File: src/hdl/rddh_pkg.sv
// Package for the rotary dial detent-hold key block.
// Holds the shared constants, the per-dial control and event structs and the report struct.
// No dependencies.
package rddh_pkg;

	localparam int MAX_DIALS       = 4;
	localparam int NUM_DIALS_DEF   = 4;
	localparam int TICK_WIDTH_DEF  = 32;

	localparam int POS_W           = 7;
	localparam int BYTE_W          = 8;
	localparam int SIZE_W          = 10;
	localparam int NOW_W           = 32;
	localparam int HOLD_W          = 16;
	localparam int KEY_W           = 12;
	localparam int WIDE_W          = 64;

	localparam int PUSH_SHIFT      = 0;
	localparam int CW_SHIFT        = 4;
	localparam int CCW_SHIFT       = 8;

	localparam logic [POS_W-1:0]  HALF_TURN  = 7'd64;
	localparam logic [SIZE_W-1:0] MIN_SIZE   = 10'd64;
	localparam logic [BYTE_W-1:0] WANTED_ID  = 8'h01;
	localparam logic [HOLD_W-1:0] HOLD_RESET = 16'd50;

	typedef struct packed {
		logic [POS_W-1:0] position;
		logic             push;
		logic             cw_active;
		logic             ccw_active;
	} dial_ctl_t;

	typedef struct packed {
		logic push;
		logic cw;
		logic ccw;
	} dial_evt_t;

	typedef struct packed {
		logic [BYTE_W-1:0] report_id;
		logic [SIZE_W-1:0] report_size;
		logic [BYTE_W-1:0] dial_byte_0;
		logic [BYTE_W-1:0] dial_byte_1;
		logic [BYTE_W-1:0] dial_byte_2;
		logic [BYTE_W-1:0] dial_byte_3;
		logic [NOW_W-1:0]  now_tick;
	} report_t;

endpackage

File: src/hdl/rotary_dial_detent_hold_keys_top.sv
// A word accepted into the input stage register is loaded into the result register
// once that register is empty or its result is not stalled.
// Throughput: one word per cycle while result_stall is low; the per-dial update sits
// between the input stage register and the result register, with dial state fed back.
// Reset (arst_n low, asynchronous): hold_q returns to 50, all keys are released,
// and the next accepted report only records dial states. Depends on rddh_pkg, rddh_dial.
module rotary_dial_detent_hold_keys_top #(
	parameter int NUM_DIALS  = rddh_pkg::NUM_DIALS_DEF,
	parameter int TICK_WIDTH = rddh_pkg::TICK_WIDTH_DEF
) (
	input  logic                               clk,
	input  logic                               arst_n,
	input  logic                               cfg_valid,
	output logic                               cfg_ready,
	input  logic [rddh_pkg::HOLD_W-1:0]        cfg_data,
	input  logic                               report_valid,
	output logic                               report_stall,
	input  logic [rddh_pkg::BYTE_W-1:0]        report_id,
	input  logic [rddh_pkg::SIZE_W-1:0]        report_size,
	input  logic [rddh_pkg::BYTE_W-1:0]        dial_byte_0,
	input  logic [rddh_pkg::BYTE_W-1:0]        dial_byte_1,
	input  logic [rddh_pkg::BYTE_W-1:0]        dial_byte_2,
	input  logic [rddh_pkg::BYTE_W-1:0]        dial_byte_3,
	input  logic [rddh_pkg::NOW_W-1:0]         now_tick,
	output logic                               result_valid,
	input  logic                               result_stall,
	output logic                               accepted,
	output logic [rddh_pkg::KEY_W-1:0]         key_levels,
	output logic [rddh_pkg::KEY_W-1:0]         key_changed,
	output logic                               sync
);
	import rddh_pkg::*;

	logic [HOLD_W-1:0]     hold_q;
	logic                  primed_q;
	dial_ctl_t             ctl_q      [NUM_DIALS];
	logic [TICK_WIDTH-1:0] cw_dl_q    [NUM_DIALS];
	logic [TICK_WIDTH-1:0] ccw_dl_q   [NUM_DIALS];

	dial_ctl_t             ctl_nxt    [NUM_DIALS];
	logic [TICK_WIDTH-1:0] cw_dl_nxt  [NUM_DIALS];
	logic [TICK_WIDTH-1:0] ccw_dl_nxt [NUM_DIALS];
	dial_evt_t             evt        [NUM_DIALS];
	logic [NUM_DIALS-1:0]  any;

	report_t               rpt_s1;
	logic                  valid_s1;
	logic                  valid_s2;
	logic                  accepted_s2;
	logic [KEY_W-1:0]      levels_s2;
	logic [KEY_W-1:0]      changed_s2;
	logic                  sync_s2;

	logic                  advance;
	logic                  step;
	logic                  pass;
	logic [BYTE_W-1:0]     dial_raw   [MAX_DIALS];
	logic [WIDE_W-1:0]     now_wide;
	logic [WIDE_W-1:0]     hold_wide;
	logic [TICK_WIDTH-1:0] now_t;
	logic [TICK_WIDTH-1:0] hold_t;
	logic [TICK_WIDTH-1:0] neg_hold;
	logic                  fresh_reached;
	logic [KEY_W-1:0]      levels_nxt;
	logic [KEY_W-1:0]      changed_nxt;

	// Configuration: writes only while idle; the block does not enforce it.
	assign cfg_ready = 1'b1;

	always_ff @(posedge clk or negedge arst_n) begin
		if (!arst_n) begin
			hold_q <= HOLD_RESET;
		end else if (cfg_valid && cfg_ready) begin
			hold_q <= cfg_data;
		end
	end

	// Handshake: the result register frees up when empty or when taken.
	assign advance      = !valid_s2 || !result_stall;
	assign step         = valid_s1 && advance;
	assign report_stall = valid_s1 && !advance;

	always_ff @(posedge clk or negedge arst_n) begin
		if (!arst_n) begin
			valid_s1 <= 1'b0;
		end else if (!report_stall) begin
			valid_s1 <= report_valid;
		end
	end

	always_ff @(posedge clk) begin
		if (report_valid && !report_stall) begin
			rpt_s1.report_id   <= report_id;
			rpt_s1.report_size <= report_size;
			rpt_s1.dial_byte_0 <= dial_byte_0;
			rpt_s1.dial_byte_1 <= dial_byte_1;
			rpt_s1.dial_byte_2 <= dial_byte_2;
			rpt_s1.dial_byte_3 <= dial_byte_3;
			rpt_s1.now_tick    <= now_tick;
		end
	end

	always_comb begin
		pass        = (rpt_s1.report_size >= MIN_SIZE) && (rpt_s1.report_id == WANTED_ID);
		dial_raw[0] = rpt_s1.dial_byte_0;
		dial_raw[1] = rpt_s1.dial_byte_1;
		dial_raw[2] = rpt_s1.dial_byte_2;
		dial_raw[3] = rpt_s1.dial_byte_3;
		now_wide    = {{(WIDE_W-NOW_W){1'b0}}, rpt_s1.now_tick};
		hold_wide   = {{(WIDE_W-HOLD_W){1'b0}}, hold_q};
		now_t       = now_wide[TICK_WIDTH-1:0];
		hold_t      = hold_wide[TICK_WIDTH-1:0];
		neg_hold    = -hold_t;
		// Deadline now + hold counts as reached when now - deadline is not negative.
		fresh_reached = !neg_hold[TICK_WIDTH-1];
	end

	for (genvar i = 0; i < NUM_DIALS; i++) begin : g_dial
		rddh_dial #(
			.TICK_WIDTH(TICK_WIDTH)
		) u_dial (
			.cur           (ctl_q[i]),
			.raw           (dial_raw[i]),
			.primed        (primed_q),
			.now           (now_t),
			.hold          (hold_t),
			.fresh_reached (fresh_reached),
			.cw_dl         (cw_dl_q[i]),
			.ccw_dl        (ccw_dl_q[i]),
			.nxt           (ctl_nxt[i]),
			.cw_dl_nxt     (cw_dl_nxt[i]),
			.ccw_dl_nxt    (ccw_dl_nxt[i]),
			.evt           (evt[i]),
			.any           (any[i])
		);
	end

	// Dial state moves only on a report that passes the checks.
	always_ff @(posedge clk or negedge arst_n) begin
		if (!arst_n) begin
			primed_q <= 1'b0;
			for (int i = 0; i < NUM_DIALS; i++) begin
				ctl_q[i] <= '0;
			end
		end else if (step && pass) begin
			primed_q <= 1'b1;
			for (int i = 0; i < NUM_DIALS; i++) begin
				ctl_q[i] <= ctl_nxt[i];
			end
		end
	end

	// Deadlines are only read while their key is active.
	always_ff @(posedge clk) begin
		if (step && pass) begin
			for (int i = 0; i < NUM_DIALS; i++) begin
				cw_dl_q[i]  <= cw_dl_nxt[i];
				ccw_dl_q[i] <= ccw_dl_nxt[i];
			end
		end
	end

	always_comb begin
		levels_nxt  = '0;
		changed_nxt = '0;
		for (int i = 0; i < NUM_DIALS; i++) begin
			if (pass) begin
				levels_nxt[i + PUSH_SHIFT] = ctl_nxt[i].push;
				levels_nxt[i + CW_SHIFT]   = ctl_nxt[i].cw_active;
				levels_nxt[i + CCW_SHIFT]  = ctl_nxt[i].ccw_active;
				changed_nxt[i + PUSH_SHIFT] = evt[i].push;
				changed_nxt[i + CW_SHIFT]   = evt[i].cw;
				changed_nxt[i + CCW_SHIFT]  = evt[i].ccw;
			end else begin
				levels_nxt[i + PUSH_SHIFT] = ctl_q[i].push;
				levels_nxt[i + CW_SHIFT]   = ctl_q[i].cw_active;
				levels_nxt[i + CCW_SHIFT]  = ctl_q[i].ccw_active;
			end
		end
	end

	always_ff @(posedge clk or negedge arst_n) begin
		if (!arst_n) begin
			valid_s2 <= 1'b0;
		end else if (advance) begin
			valid_s2 <= valid_s1;
		end
	end

	always_ff @(posedge clk) begin
		if (step) begin
			accepted_s2 <= pass;
			levels_s2   <= levels_nxt;
			changed_s2  <= changed_nxt;
			sync_s2     <= pass && primed_q && (|any);
		end
	end

	assign result_valid = valid_s2;
	assign accepted     = accepted_s2;
	assign key_levels   = levels_s2;
	assign key_changed  = changed_s2;
	assign sync         = sync_s2;

	// A rejected report never reports a key event or sync.
	a_reject_quiet: assert property (@(posedge clk) disable iff (!arst_n)
		(valid_s2 && !accepted_s2) |-> (changed_s2 == '0 && !sync_s2))
		else $error("rejected report carries key events");

	// Sync can only follow an accepted report.
	a_sync_accepted: assert property (@(posedge clk) disable iff (!arst_n)
		(valid_s2 && sync_s2) |-> accepted_s2)
		else $error("sync without an accepted report");

	// Any accepted report leaves the block primed.
	a_primed_after: assert property (@(posedge clk) disable iff (!arst_n)
		(step && pass) |=> primed_q)
		else $error("block not primed after an accepted report");

	// The first accepted report issues no key event.
	a_first_quiet: assert property (@(posedge clk) disable iff (!arst_n)
		(step && pass && !primed_q) |=> (changed_s2 == '0 && !sync_s2))
		else $error("key event on the first accepted report");

endmodule

File: src/hdl/rddh_dial.sv
// Next-state and key event logic for one dial, purely combinational.
// Depends on rddh_pkg for the control and event structs.
// Deadlines are TICK_WIDTH bits and travel beside the control struct.
module rddh_dial #(
	parameter int TICK_WIDTH = rddh_pkg::TICK_WIDTH_DEF
) (
	input  rddh_pkg::dial_ctl_t                cur,
	input  logic [rddh_pkg::BYTE_W-1:0]        raw,
	input  logic                               primed,
	input  logic [TICK_WIDTH-1:0]              now,
	input  logic [TICK_WIDTH-1:0]              hold,
	input  logic                               fresh_reached,
	input  logic [TICK_WIDTH-1:0]              cw_dl,
	input  logic [TICK_WIDTH-1:0]              ccw_dl,
	output rddh_pkg::dial_ctl_t                nxt,
	output logic [TICK_WIDTH-1:0]              cw_dl_nxt,
	output logic [TICK_WIDTH-1:0]              ccw_dl_nxt,
	output rddh_pkg::dial_evt_t                evt,
	output logic                               any
);
	import rddh_pkg::*;

	logic [POS_W-1:0]      pos;
	logic                  push;
	logic [POS_W-1:0]      delta;
	logic                  turn_cw;
	logic                  turn_ccw;
	logic [TICK_WIDTH-1:0] new_dl;
	logic [TICK_WIDTH-1:0] cw_diff;
	logic [TICK_WIDTH-1:0] ccw_diff;
	logic                  cw_rel;
	logic                  ccw_rel;

	always_comb begin
		pos      = raw[POS_W-1:0];
		push     = raw[POS_W];
		// Offset by a half turn so that the signed mod-128 change is an unsigned compare.
		delta    = pos - cur.position + HALF_TURN;
		turn_cw  = delta > HALF_TURN;
		turn_ccw = delta < HALF_TURN;
		new_dl   = now + hold;
		cw_diff  = now - cw_dl;
		ccw_diff = now - ccw_dl;
		// A freshly set deadline is now + hold, so its release test depends on hold alone.
		cw_rel   = turn_cw ? fresh_reached : (cur.cw_active && !cw_diff[TICK_WIDTH-1]);
		ccw_rel  = turn_ccw ? fresh_reached : (cur.ccw_active && !ccw_diff[TICK_WIDTH-1]);

		nxt.position = pos;
		nxt.push     = push;
		if (primed) begin
			nxt.cw_active  = (cur.cw_active | turn_cw) & ~cw_rel;
			nxt.ccw_active = (cur.ccw_active | turn_ccw) & ~ccw_rel;
			cw_dl_nxt      = turn_cw ? new_dl : cw_dl;
			ccw_dl_nxt     = turn_ccw ? new_dl : ccw_dl;
			evt.cw         = (turn_cw & ~cur.cw_active) | cw_rel;
			evt.ccw        = (turn_ccw & ~cur.ccw_active) | ccw_rel;
			evt.push       = push != cur.push;
			any            = turn_cw | turn_ccw | cw_rel | ccw_rel | evt.push;
		end else begin
			nxt.cw_active  = cur.cw_active;
			nxt.ccw_active = cur.ccw_active;
			cw_dl_nxt      = cw_dl;
			ccw_dl_nxt     = ccw_dl;
			evt            = '0;
			any            = 1'b0;
		end
	end

endmodule
File: config.mk
export PLATFORM = sky130hd
export DESIGN_NAME = rotary_dial_detent_hold_keys_top
export DESIGN_NICKNAME = d
export VERILOG_FILES = /design/src/hdl/rddh_pkg.sv /design/src/hdl/rotary_dial_detent_hold_keys_top.sv /design/src/hdl/rddh_dial.sv
export SDC_FILE = /design/constraint.sdc
export NUM_CORES = 1
export LEC_CHECK = 0
export ABC_AREA = 1
export BUFFER_PORTS_ARGS = -buffer_cell sky130_fd_sc_hd__buf_2
export CORE_ASPECT_RATIO = 1.4
export CORE_MARGIN = 2
export CORE_UTILIZATION = 60
export CTS_CLUSTER_SIZE = 20
export DETAILED_ROUTE_END_ITERATION = 10
export PLACE_DENSITY_LB_ADDON = 0.08
export RECOVER_POWER = 25
export SLEW_MARGIN = 10
export SYNTH_ARGS = -nofsm -noshare
export SYNTH_HDL_FRONTEND = slang
export SYNTH_HIERARCHICAL = 1
export SYNTH_SLANG_ARGS = --single-unit
File: constraint.sdc
create_clock -name clk -period 9.4 [get_ports clk]
set_input_delay 0.47 -clock clk [delete_from_list [all_inputs] [get_ports clk]]
set_output_delay 0.47 -clock clk [all_outputs]
set_load 0.01 [all_outputs]
After elaboration in Yosys (flattened, before gate mapping)
Memories as Yosys holds them, arrays and structs flattened.
Index checks and enable logic that the tools add are counted.

word-level totals
  register bits after elaboration = 167
  bits in latches = 0
  RAM bits = 256
  ROM bits = 0
  bits of input ports = 103
  output and inout bits = 29
  word-level logic and storage cells = 206
  memories = 2

memory list
  memory    depth  bits a word  rd ports  clocked after memory_dff  write ports  line                                    text
  ccw_dl_q  4      32           4         0                         4            rotary_dial_detent_hold_keys_top.sv:38  logic [TICK_WIDTH-1:0] ccw_dl_q [NUM_DIALS];
  cw_dl_q   4      32           4         0                         4            rotary_dial_detent_hold_keys_top.sv:37  logic [TICK_WIDTH-1:0] cw_dl_q [NUM_DIALS];

operators by class
  $add $sub $neg = 18
  $mul = 0
  div/mod/pow operators = 0
  $lt $le $gt $ge = 9
  equal/unequal tests = 5
  shift operators = 0
  multiplexer cells = 46
  bitwise operators = 64
  reduce and logical (&&, ||, !) cells = 31

operators with widths
  cell                 count
  $mux 32              16
  $sub 32x32->32       8
  $add 32x16->32       1
  $neg 16->32          1
  $or 1x1->1           32
  $add 7x7->7 const B  4
  $gt 7x7->1 const B   4
  $lt 7x7->1 const B   4
  $sub 7x7->7          4
  $mux 1               26
  $and 1x1->1          16
  $not 1->1            16
  $logic_and 1x1->1    15
  $logic_not 1->1      13
  $ge 10x7->1 const B  1
  $eq 8x1->1 const B   1
  $mux 2               4
  $ne 1x1->1           4
  $reduce_or 4->1      1
  $reduce_and 2->1     1
  $logic_or 1x1->1     1

Depth between registers and ports, before layout
An unclocked memory read counts as a cell.

  depth in word-level cells = 11
  depth in mapped cells = 23
  gate-level depth less buffers = 22

By module
Netlist, hierarchy kept.

by module, submodules not included
  module                             instances  cells each  area an instance (um2)
  rotary_dial_detent_hold_keys_top   1          699         13540.5
  rddh_dial at g_dial[0].u_dial ...  2          911         4934.7
  rddh_dial at g_dial[1].u_dial      1          913         5022.3
  rddh_dial at g_dial[3].u_dial      1          916         4984.8

Least setup slack after synthesis
No wires, ideal clock.

  path kind = reg-to-reg
  from = register rpt_s1[81] (netlist bit)
  to = memory ccw_dl_q[0][0] (netlist bit), enable pin
  library setup time = 0.607 ns
  arrival time = 5.929 ns
  setup slack = 2.864 ns
  cell stages (with the launch flop) = 7
  buffers on the path = 1
  period minus slack after synthesis = 6.536 ns
  path through = edfxtp_1 > nor2_1 > nand2_1 > nor2_4 > nand3_4 > buf_6 > inv_1

RTL lines
  item             line                                    text
  start, declared  rotary_dial_detent_hold_keys_top.sv:46  report_t rpt_s1;
  end, declared    rotary_dial_detent_hold_keys_top.sv:38

==> flow_results.xml <==
<?xml version="1.0" encoding="UTF-8"?>
<metrics>
  <group name="sta">
    <metric name="setup_tns" unit="ns">0</metric>
    <metric name="hold_viol" unit="">0</metric>
    <metric name="max-slew-margin-rel" unit="">-1.55</metric>
    <metric name="timing_worst_slew_pin_value" unit="ns">3.82</metric>
    <metric name="clock-skew-final" unit="ns">0.0225</metric>
    <metric name="hold_ws" unit="ns">0.0359</metric>
    <metric name="rsz_0062_raised_after_global_routing" unit="">no</metric>
    <metric name="slew_violations" unit="">209</metric>
    <metric name="max_clock_freq" unit="MHz">188</metric>
    <metric name="timing.final.setup_violations" unit="">0</metric>
    <metric name="finalCriticalPeriod" unit="ns">5.32</metric>
    <metric name="final.period_utilization" unit="">0.566</metric>
  </group>
  <group name="grt">
    <metric name="antenna_found_initial" unit="">1</metric>
    <metric name="grt_overflow" unit="">0</metric>
    <metric name="first_global_vias" unit="">27500</metric>
    <metric name="first_pass_grt_wire_length" unit="mm">145</metric>
    <metric name="grt_max_degree" unit="">168</metric>
    <metric name="grt_usage" unit="">0.321</metric>
  </group>
  <group name="layout">
    <metric name="final_layout_size_suffix_gt1_frac" unit="">0.0540</metric>
    <metric name="layoutNonFillerInstCount" unit="">5262</metric>
    <metric name="area.growth.synth_to_final" unit="%">7.98</metric>
    <metric name="antenna_cells_inserted" unit="">0</metric>
    <metric name="design.final.nets" unit="">5017</metric>
  </group>
  <group name="cts">
    <metric name="cts_max_level" unit="">2</metric>
    <metric name="cts_num_sinks" unit="">417</metric>
    <metric name="cts_tree" unit="">yes</metric>
    <metric name="clock_path_buffers" unit="">3</metric>
    <metric name="cts-resized-gates" unit="">0</metric>
    <metric name="postCtsSetupBuffers" unit="">0</metric>
    <metric name="insertion_delay" unit="ns">0.61</metric>
    <metric name="number_of_clock_buffers_inserted_by_tritoncts" unit="">46</metric>
    <metric name="clock-root-buffer" unit="">sky130_fd_sc_hd__clkbuf_16</metric>
    <metric name="holdBufCountCts" unit="">0</metric>
    <metric name="clock_transition_at_the_register_clock_pins_on_the_worst_setup_and_hold_paths_after_cts" unit="ns">0.06</metric>
  </group>
  <group name="worst_setup_path">
    <metric name="timing.reg2reg.setup_slack" unit="ns">4.08</metric>
    <metric name="worst-path-max-fanout" unit="">167</metric>
    <metric name="worst_r2r_path_depth" unit="">5</metric>
    <metric name="timing.rr.start" unit="">result_valid</metric>
    <metric name="crit-reg2reg-capture" unit="">ccw_dl_q[3][31]</metric>
    <metric name="timing.critical_path.required" unit="ns">9.61</metric>
    <metric name="worst-endpoint-arrival" unit="ns">5.53</metric>
    <metric name="crit_type" unit="">reg -&gt; reg</metric>
    <metric name="crit_path_end_kind" unit="">flop</metric>
    <metric name="startpoint_type" unit="">flop</metric>
  </group>
  <group name="min_path">
    <metric name="min-delay-path-class" unit="">in -&gt; reg</metric>
    <metric name="whs_endpoint" unit="">dial_raw[22]</metric>
    <metric name="number_of_cells_on_the_worst_hold_path" unit="">1</metric>
    <metric name="worst_hold_startpoint" unit="">dial_byte_1[6]</metric>
  </group>
  <group name="synthesis">
    <metric name="synth_top_area_share" unit="">0.322</metric>
    <metric name="netlist_top_cells_area" unit="">sky130_fd_sc_hd__edfxtp_1 (32%), sky130_fd_sc_hd__ha_1 (15%), sky130_fd_sc_hd__nand2_1 (15%)</metric>
    <metric name="yosys_warnings" unit="">6</metric>
    <metric name="synth-edff-count" unit="">358</metric>
    <metric name="most_common_library_cells_after_synthesis" unit="">sky130_fd_sc_hd__nand2_1 (1320), sky130_fd_sc_hd__inv_1 (643), sky130_fd_sc_hd__ha_1 (408)</metric>
    <metric name="netlist_instances" unit="">4350</metric>
    <metric name="synth.yosys.seq_area_share" unit="">0.366</metric>
    <metric name="netlist_area" unit="um2">33400</metric>
    <metric name="synth_seq_cells" unit="">417</metric>
    <metric name="yosys_top_cell_by_area" unit="">sky130_fd_sc_hd__edfxtp_1</metric>
    <metric name="most_frequent_cell_after_synthesis" unit="">sky130_fd_sc_hd__nand2_1</metric>
    <metric name="avgSynthCellArea" unit="um2">7.68</metric>
    <metric name="number_of_distinct_standard_cells_referenced_by_the_synthesized_netlist" unit="">50</metric>
    <metric name="synth_async_sr_flop_share" unit="">0.141</metric>
    <metric name="synthFlopType" unit="">sky130_fd_sc_hd__edfxtp_1</metric>
  </group>
  <group name="detailed_routing">
    <metric name="initialDrtViolationCount" unit="">1997</metric>
    <metric name="vias_per_cell" unit="">5.47</metric>
    <metric name="routedWlPerCell" unit="um">17.4</metric>
    <metric name="route.detailed.drc" unit="">0</metric>
    <metric name="via_count" unit="">28800</metric>
    <metric name="dr.pass1.iters" unit="">6</metric>
    <metric name="antenna_left" unit="">0</metric>
    <metric name="totalWireLength" unit="mm">91.8</metric>
  </group>
  <group name="place">
    <metric name="buffer_ports.inserted" unit="">124</metric>
    <metric name="hpwl" unit="mm">67.6</metric>
    <metric name="dpl.cell_count" unit="">5178</metric>
    <metric name="gp_routability_congestion" unit="">0.969</metric>
  </group>
  <group name="floorplan">
    <metric name="initial_core_util" unit="">0.606</metric>
    <metric name="die_y" unit="um">283</metric>
    <metric name="die_w" unit="um">203</metric>
    <metric name="rows" unit="">102</metric>
    <metric name="io_pins" unit="">132</metric>
    <metric name="fp.dieArea" unit="um2">57600</metric>
    <metric name="placeableCoreArea" unit="um2">55100</metric>
  </group>
  <group name="power_and_ir_drop">
    <metric name="cellPowerDensity" unit="nW/um2">161</metric>
    <metric name="design_power_total" unit="mW">5.79</metric>
    <metric name="vdd_drop_max" unit="mV">0.174</metric>
    <metric name="p_leak" unit="nW">17.8</metric>
  </group>
  <group name="status">
    <metric name="outcome" unit="">finished, violations left</metric>
    <metric name="failed_checks" unit="">capacitance limit, slew limit</metric>
  </group>
  <group name="job">
    <metric name="number_of_max_cap_violations" unit="">4</metric>
  </group>
</metrics>
cells by family after synthesis:
group,Yosys count,share of synthesized area
AND/OR/NAND/NOR,2066,0.260
multiplexers,5,0.00168
adder cells (fa/ha/maj),416,0.158
other,2,0.000225
XOR/XNOR,82,0.0215
flip-flops,417,0.366
AO/OA/AOI/OAI,599,0.0954
buffers and inverters,763,0.0976
where the power goes:
part | total, mW | internal [mW] | switching (mW)
combinational | 1.64 | 0.528 | 1.11
clock | 1.90 | 1.10 | 0.796
sequential | 2.26 | 2.15 | 0.104
final cells by class:
cell class                 instances  area [um2]
fill                            5066       19000
multi-input combinational       3233       18200
sequential                       417       12200
inverter                         654        2470
clock buffer                      63        1330
tap                              728         911
timing repair buffer             146         747
clock inverter                    21         238
metrics by stage:
stage	setup WS, ns	instance area, um2	util
floorplan	2.86	33700	-
global placement	5.56	34600	0.627
detailed placement	5.53	34600	0.627
CTS	5.51	36100	0.656
global route	3.84	36100	0.654
finish	4.08	36100	0.654
layer usage:
metal,GRT usage,part of all wire,vias up
li1,-,-,14500
met1,0.413,0.42,13100
met2,0.540,0.47,909
met3,0.0439,0.070,211
met4,0.133,0.048,2
met5,0,0.00012,-
worst max-delay path by stage:
| stage | startpoint | end | cells after the start |
|---|---|---|---|
| 2_1_floorplan | rpt_s1[81] | ccw_dl_q[0][0] | 6 |
| 3_3_place_gp | dial_raw[9] | sync | 20 |
| 3_5_place_dp | dial_raw[9] | sync | 20 |
| 4_1_cts | dial_raw[9] | sync | 20 |
| 5_1_grt | result_valid | ccw_dl_q[3][31] | 5 |
| 6_report | result_valid | ccw_dl_q[3][31] | 5 |
state kept, by name, indices dropped and copies added (netlist names):
signal and flops:
valid_s1 1, sync 1, primed_q 1, accepted 1
ccw_dl_q 128, key_changed 12, hold_q 16, rpt_s1 12
result_valid 1, now_t 32, key_levels 12, ctl_q 40
dial_raw 32, cw_dl_q 128
worst max-delay path, stage by stage, from the launching register on:
cell	delay, ns
sky130_fd_sc_hd__dfrtp_1	0.42
sky130_fd_sc_hd__a21oi_4	0.15
sky130_fd_sc_hd__clkbuf_1	2.46
sky130_fd_sc_hd__nand3_4	0.22
sky130_fd_sc_hd__inv_8	0.60
sky130_fd_sc_hd__buf_12	0.71
cells in the final DEF (no fill, tap or decap), drive strengths merged, types with 10 or more instances in the layout:
cell / synthesis / layout
nor2: 310 / 310
o21bai: 16 / 16
or2: 10 / 10
a21o: 21 / 21
nand3: 217 / 217
inv: 654 / 658
a21oi: 249 / 249
ha: 408 / 408
xnor2: 23 / 23
nand2: 1331 / 1331
nand4: 73 / 73
clkinv: 0 / 11
nor3: 36 / 36
clkbuf: 16 / 98
nand3b: 63 / 63
edfxtp: 358 / 358
xor2: 59 / 59
conb: 2 / 65
o21ai: 294 / 294
dfrtp: 56 / 56
buf: 93 / 111
Power figures use the tool's default switching activity.
